## src/design/vmrit_ram.sv

```systemverilog
// Generic single-write, single-read RAM with registered read data.
module vmrit_ram #(
    parameter int unsigned WIDTH = 8,
    parameter int unsigned DEPTH = 16
) (
    input  logic                     i_clk,
    input  logic                     i_we,
    input  logic [$clog2(DEPTH)-1:0] i_waddr,
    input  logic [WIDTH-1:0]         i_wdata,
    input  logic [$clog2(DEPTH)-1:0] i_raddr,
    output logic [WIDTH-1:0]         o_rdata
);

    logic [WIDTH-1:0] r_mem [DEPTH];

    always_ff @(posedge i_clk) begin
        if (i_we) begin
            r_mem[i_waddr] <= i_wdata;
        end
        o_rdata <= r_mem[i_raddr];
    end

endmodule

```

## config.mk

```make
export PLATFORM = sky130hd
export DESIGN_NAME = vmrit_ram
export DESIGN_NICKNAME = d
export VERILOG_FILES = /design/src/design/vmrit_ram.sv
export SDC_FILE = /design/constraint.sdc
export NUM_CORES = 1
export LEC_CHECK = 0
export BUFFER_PORTS_ARGS = -buffer_cell sky130_fd_sc_hd__buf_2
export CORE_MARGIN = 1.5
export CORE_UTILIZATION = 45
export CTS_CLUSTER_SIZE = 14
export DETAILED_ROUTE_END_ITERATION = 16
export SYNTH_ARGS = -nofsm -noshare
export SYNTH_HDL_FRONTEND = slang
export SYNTH_SLANG_ARGS = --single-unit
```

## constraint.sdc

```tcl
create_clock -name i_clk -period 2.7 [get_ports i_clk]
set_clock_uncertainty 0.1 [all_clocks]
set_input_delay 0.27 -clock i_clk [delete_from_list [all_inputs] [get_ports i_clk]]
set_output_delay 0.27 -clock i_clk [all_outputs]
set_load 0.005 [all_outputs]
```

==> out/qor.csv, run 1 <==
metric;value;unit
drcViolationCount;0;
leakagePower;2.10;nW
die_h;110;microns
maxCapViolCount;0;
portBuffers;25;
slew_headroom;43.2;%
pwr_density_cell;822;nW/um^2
ys_types;19;
netlist_area;5150;sq um
first_pass_iters;4;
setup_tns;0;ns
crit_required;2.63;ns
die_x;110;microns
synth_largest_area_cell;edfxtp_1;
grt_pass1_wl;16000;microns
postCtsHoldBufs;0;
cts-htree-levels;4;
swShare;19.4;%
hold_violations;0;
grt_pass1_vias;2554;
yosys-top-cells-area;edfxtp_1 75%, mux4_2 7.9%, mux4_1 7.1%;
synth.top_cell.area_share;74.7;%
cts_tree;yes;
initial_core_util;46.9;%
clock_path_buffers;2;
wl_per_cell;24.1;microns
fillers;814;
path_clk_slew;0.05;ns
switchingPower;0.979;mW
core;11000;sq um
num_rows;38;
clkLatencyLatePin;0.41;ns
p_seq_share;47.0;%
worstPathArrival;1.57;ns
ys_seq_area_share;77.8;%
ys_ff_latch;136;
post_cts_resized;0;
cts-root-buf;clkbuf_16;
antenna_found_initial;0;
yosys_warnings;0;
cts_setup_buffers;0;
crit_type;input port to flop;
start_kind;input port;
setup-violations-final;0;
dieArea;12100;sq um
overflow;0;
drt_iter0_drc;310;
antennaDiodeCount;0;
min_path_type;input port to flop;
route.vias.total;2463;
min_period;1.64;ns
tightestPinTransition;0.849;ns
area_growth;19.6;%
ir_worst_vdd;356;uV
synth_fp_nets;247;
rsz0062_at_grt;false;
slew_viol_final;0;
comb_power_share;4.3;%
end_kind;flop;
post-route-period-util;60.7;%
utilization;56.0;%
drive_gt1_share;31.5;%
clock-sinks;136;
gp_congestion;0.755;
fin_nets;301;
r2r_slack;1.22;ns
num_io_pins;26;
avgSynthCellArea;22.5;sq um
numCtsBuffers;17;
place_hpwl;6510;microns
cp_max_fo;8;
routed_wl;10500;microns
ant_nets;0;
clock.fmax;610;MHz
status;completed;
viasPerCell;5.66;
grt_max_degree;18;
postSynthCellCount;229;
grt_usage;19.9;%
clkPwrFrac;48.7;%
p_int;4.08;mW
[kinds of logic after synthesis]
group	synth area share, %
flip-flops	77.8
AND/OR/NAND/NOR	3.18
multiplexers	15.0
AO/OA/AOI/OAI	2.33
buffers and inverters	1.68
[cell usage in the layout, fill, tap and decap left out, drive strengths merged]
| cell type | instances |
|---|---|
| and2b | 1 |
| bufinv | 5 |
| mux4 | 32 |
| dfxtp | 8 |
| a22oi | 16 |
| nor3 | 4 |
| nand2 | 9 |
| clkbuf | 17 |
| nor2 | 13 |
| nor2b | 1 |
| nand3 | 1 |
| and2 | 1 |
| clkinv | 5 |
| nand2b | 2 |
| nand3b | 2 |
| buf | 45 |
| edfxtp | 128 |
| clkinvlp | 4 |
| or3b | 1 |
[final cells by class]
class	count	area [sq um]	area share (%)
flip-flops and latches	136	4000	65.0
multi-input cells	83	1060	17.2
clock buffers	17	425	6.91
repair buffers	45	288	4.67
clock inverters	14	206	3.35
well taps	140	175	2.85
[routing by layer]
metal  global-route usage, %  wire length [microns]  share of wire (%)  vias to the layer above
met4                    5.94                    106                1.0                        0
li1                        -                      -                  -                     1082
met5                       0                      0                  0                        -
met3                    5.87                    543                5.2                        9
met1                    29.1                   4760                 45                     1299
met2                    29.3                   5080                 48                       73
[critical path, stage by stage]
cell    delay [ns]
buf_2         0.11
or3b_2        0.51
nor2_1        0.67
[cells in the mapped netlist, drive strengths merged]
cell type,instances
edfxtp,128
mux4,32
a22oi,16
nor2,13
nand2,9
dfxtp,8
buf,7
nor3,4
clkdlybuf4s25,3
nand2b,2
nand3b,2
and2,1
and2b,1
nand3,1
nor2b,1
or3b,1
[power by group through the flow]
stage               combinational [mW]  clock, mW  sequential, mW
finish                           0.220       2.46            2.38
global route                     0.242       2.59            2.38
CTS                              0.225       2.49            2.38
detailed placement               0.223          0            2.42
global placement                 0.220          0            2.42
floorplan                        0.120          0            2.42
[registers in the layout, indices dropped and copies added (netlist names)]
name / flops
r_mem: 128
o_rdata: 8
[final timing paths]
| kind | start | cells after the start | to |
|---|---|---|---|
| max | i_waddr[2] | 3 | r_mem[3][2]$_DFFE_PP_ |
| min reg2reg | r_mem[5][3]$_DFFE_PP_ | 3 | o_rdata[3]$_DFF_P_ |
| min | i_wdata[5] | 1 | r_mem[1][5]$_DFFE_PP_ |
| max reg2reg | r_mem[11][7]$_DFFE_PP_ | 3 | o_rdata[7]$_DFF_P_ |
[stage by stage]
stage                     cells  hold WS [ns]  area [sq um]  setup WS [ns]  power, mW
final                       435         0.140          6160           1.06       5.06
after global routing        435         0.147          6160          0.982       5.21
after CTS                   435         0.133          6160           1.03       5.09
after detailed placement    404         0.550          5520          0.624       2.64
after global placement      404         0.546          5520          0.637       2.64
after floorplan             229         0.269          5150          0.837       2.54
No activity file was read; power rests on OpenSTA's default activity.
==> run 2, diff against run 1 <==
clock period = 1.65 ns   (was 2.7 ns; I/O delays follow)
==> out/qor.csv, run 2 (same netlist as run 1, synthesis figures left out) <==
metric;value;unit
grt_pass1_wl;14600;microns
num_io_pins;26;
grt_max_degree;19;
min_path_type;input port to flop;
postCtsHoldBufs;0;
r2r_cells;3;
fillers;805;
startpoint;r_mem[5][1]$_DFFE_PP_;
core;11000;sq um
drcViolationCount;0;
post-route-period-util;89.7;%
top_regs;r_mem: 128 flops, o_rdata: 8 flops;
final_cell_count_no_fill;442;
grt_pass1_vias;2561;
clock_path_buffers;2;
status;completed;
slew_viol_final;0;
route.vias.total;2441;
hold_slack;0.0371;ns
comb_power_share;4.4;%
drive_gt1_share;33.2;%
largest_reg_flops;128;
path_clk_slew;0.06;ns
antenna_found_initial;1;
end_kind;flop;
crit_end;o_rdata[1]$_DFF_P_;
setup-violations-final;0;
clkPwrFrac;48.2;%
swShare;19.1;%
dpl_cell_area;5600;sq um
area_growth;21.2;%
die_h;110;microns
switchingPower;1.57;mW
cts-htree-levels;4;
multi_input_area;1060;sq um
drt_iter0_drc;142;
p_int;6.63;mW
num_rows;38;
pwr_density_cell;1310;nW/um^2
initial_core_util;46.9;%
min_period;1.48;ns
rr_endpoint;o_rdata[1]$_DFF_P_;
ant_nets;0;
clock.fmax;676;MHz
start_kind;flop;
hold_violations;0;
layout_commonest_cell;edfxtp_1;
die_x;110;microns
gp_congestion;0.719;
cts_tree;yes;
cts-root-buf;clkbuf_16;
crit_required;1.85;ns
numCtsBuffers;17;
leakagePower;2.14;nW
clkLatencyLatePin;0.42;ns
r2r_start;r_mem[5][1]$_DFFE_PP_;
tightestPinTransition;0.779;ns
most-common-layout-cells;128 x edfxtp_1, 25 x buf_2, 21 x buf_4, 18 x mux4_2, 17 x clkbuf_16;
dp.cells;409;
ff_latch_area;4000;sq um
dieArea;12100;sq um
viasPerCell;5.52;
regMostFlops;r_mem;
r2r_slack;0.17;ns
routed_wl;9480;microns
first_pass_iters;6;
place_hpwl;6330;microns
overflow;0;
rsz0062_at_grt;false;
slew_headroom;47.9;%
fin_nets;306;
clock-sinks;136;
cp_max_fo;1;
worstPathArrival;1.68;ns
wl_per_cell;21.5;microns
portBuffers;25;
post_cts_resized;0;
maxCapViolCount;0;
crit_type;flop to flop;
final_design_area_no_fill;6240;sq um
cts_setup_buffers;0;
p_seq_share;47.4;%
ir_worst_vdd;938;uV
grt_usage;18.0;%
[run 2: cell count changes in the layout (fill, tap and decap cells not counted), sizes merged]
cell      previous run  this run
clkinvlp             4         5
clkinv               5         2
bufinv               5         4
diode                0         1
buf                 45        50
clkbuf              17        21
[run 2: worst min path at each step]
| stage | slack [ns] | depth (start not counted) | to | start |
|---|---|---|---|---|
| floorplan | 0.16 | 0 | r_mem[0][0]$_DFFE_PP_ | i_wdata[0] |
| global placement | 0.45 | 1 | o_rdata[0] | o_rdata[0]$_DFF_P_ |
| detailed placement | 0.45 | 1 | o_rdata[0] | o_rdata[0]$_DFF_P_ |
| CTS | 0.03 | 1 | r_mem[13][0]$_DFFE_PP_ | i_wdata[0] |
| global route | 0.03 | 1 | r_mem[2][6]$_DFFE_PP_ | i_wdata[6] |
| finish | 0.04 | 1 | r_mem[5][0]$_DFFE_PP_ | i_wdata[0] |
[run 2: through the flow]
step	util (%)	total power, mW	worst slack [ns]	setup TNS [ns]
global route	56.8	8.47	0.117	0
global placement	51.0	4.32	-0.0443	-0.108
finish	56.8	8.20	0.170	0
floorplan	-	4.15	0.119	0
CTS	56.8	8.26	0.188	0
detailed placement	51.0	4.33	-0.0399	-0.0853
[run 2: routing by layer]
| metal | routed length, microns | up-vias | GRT usage, % | share of wire [%] |
|---|---|---|---|---|
| li1 | - | 1095 | - | - |
| met1 | 4390 | 1278 | 23.8 | 46 |
| met2 | 4620 | 56 | 27.5 | 49 |
| met3 | 358 | 12 | 6.11 | 3.8 |
| met4 | 121 | 0 | 7.79 | 1.3 |
| met5 | 0 | - | 0 | 0 |
[run 2: critical path: stages (launching register included)]
cell and delay [ns]:
edfxtp_1 0.35, mux4_1 0.56, a22oi_1 0.27, nand2_1 0.08
[run 2: area by class of cell]
type                            count  area share (%)
Sequential cell                   136            64.2
Multi-Input combinational cell     83            17.0
Clock buffer                       21            7.38
Timing Repair Buffer               50            5.82
Tap cell                          140            2.81
Clock inverter                     11            2.75
Antenna cell                        1          0.0401
[run 2: power groups by stage]
| stage | Sequential [mW] | Clock [mW] | Combinational [mW] |
|---|---|---|---|
| CTS | 3.89 | 4.00 | 0.372 |
| global route | 3.89 | 4.18 | 0.399 |
| detailed placement | 3.96 | 0 | 0.371 |
| floorplan | 3.95 | 0 | 0.196 |
| finish | 3.88 | 3.95 | 0.364 |
| global placement | 3.95 | 0 | 0.363 |
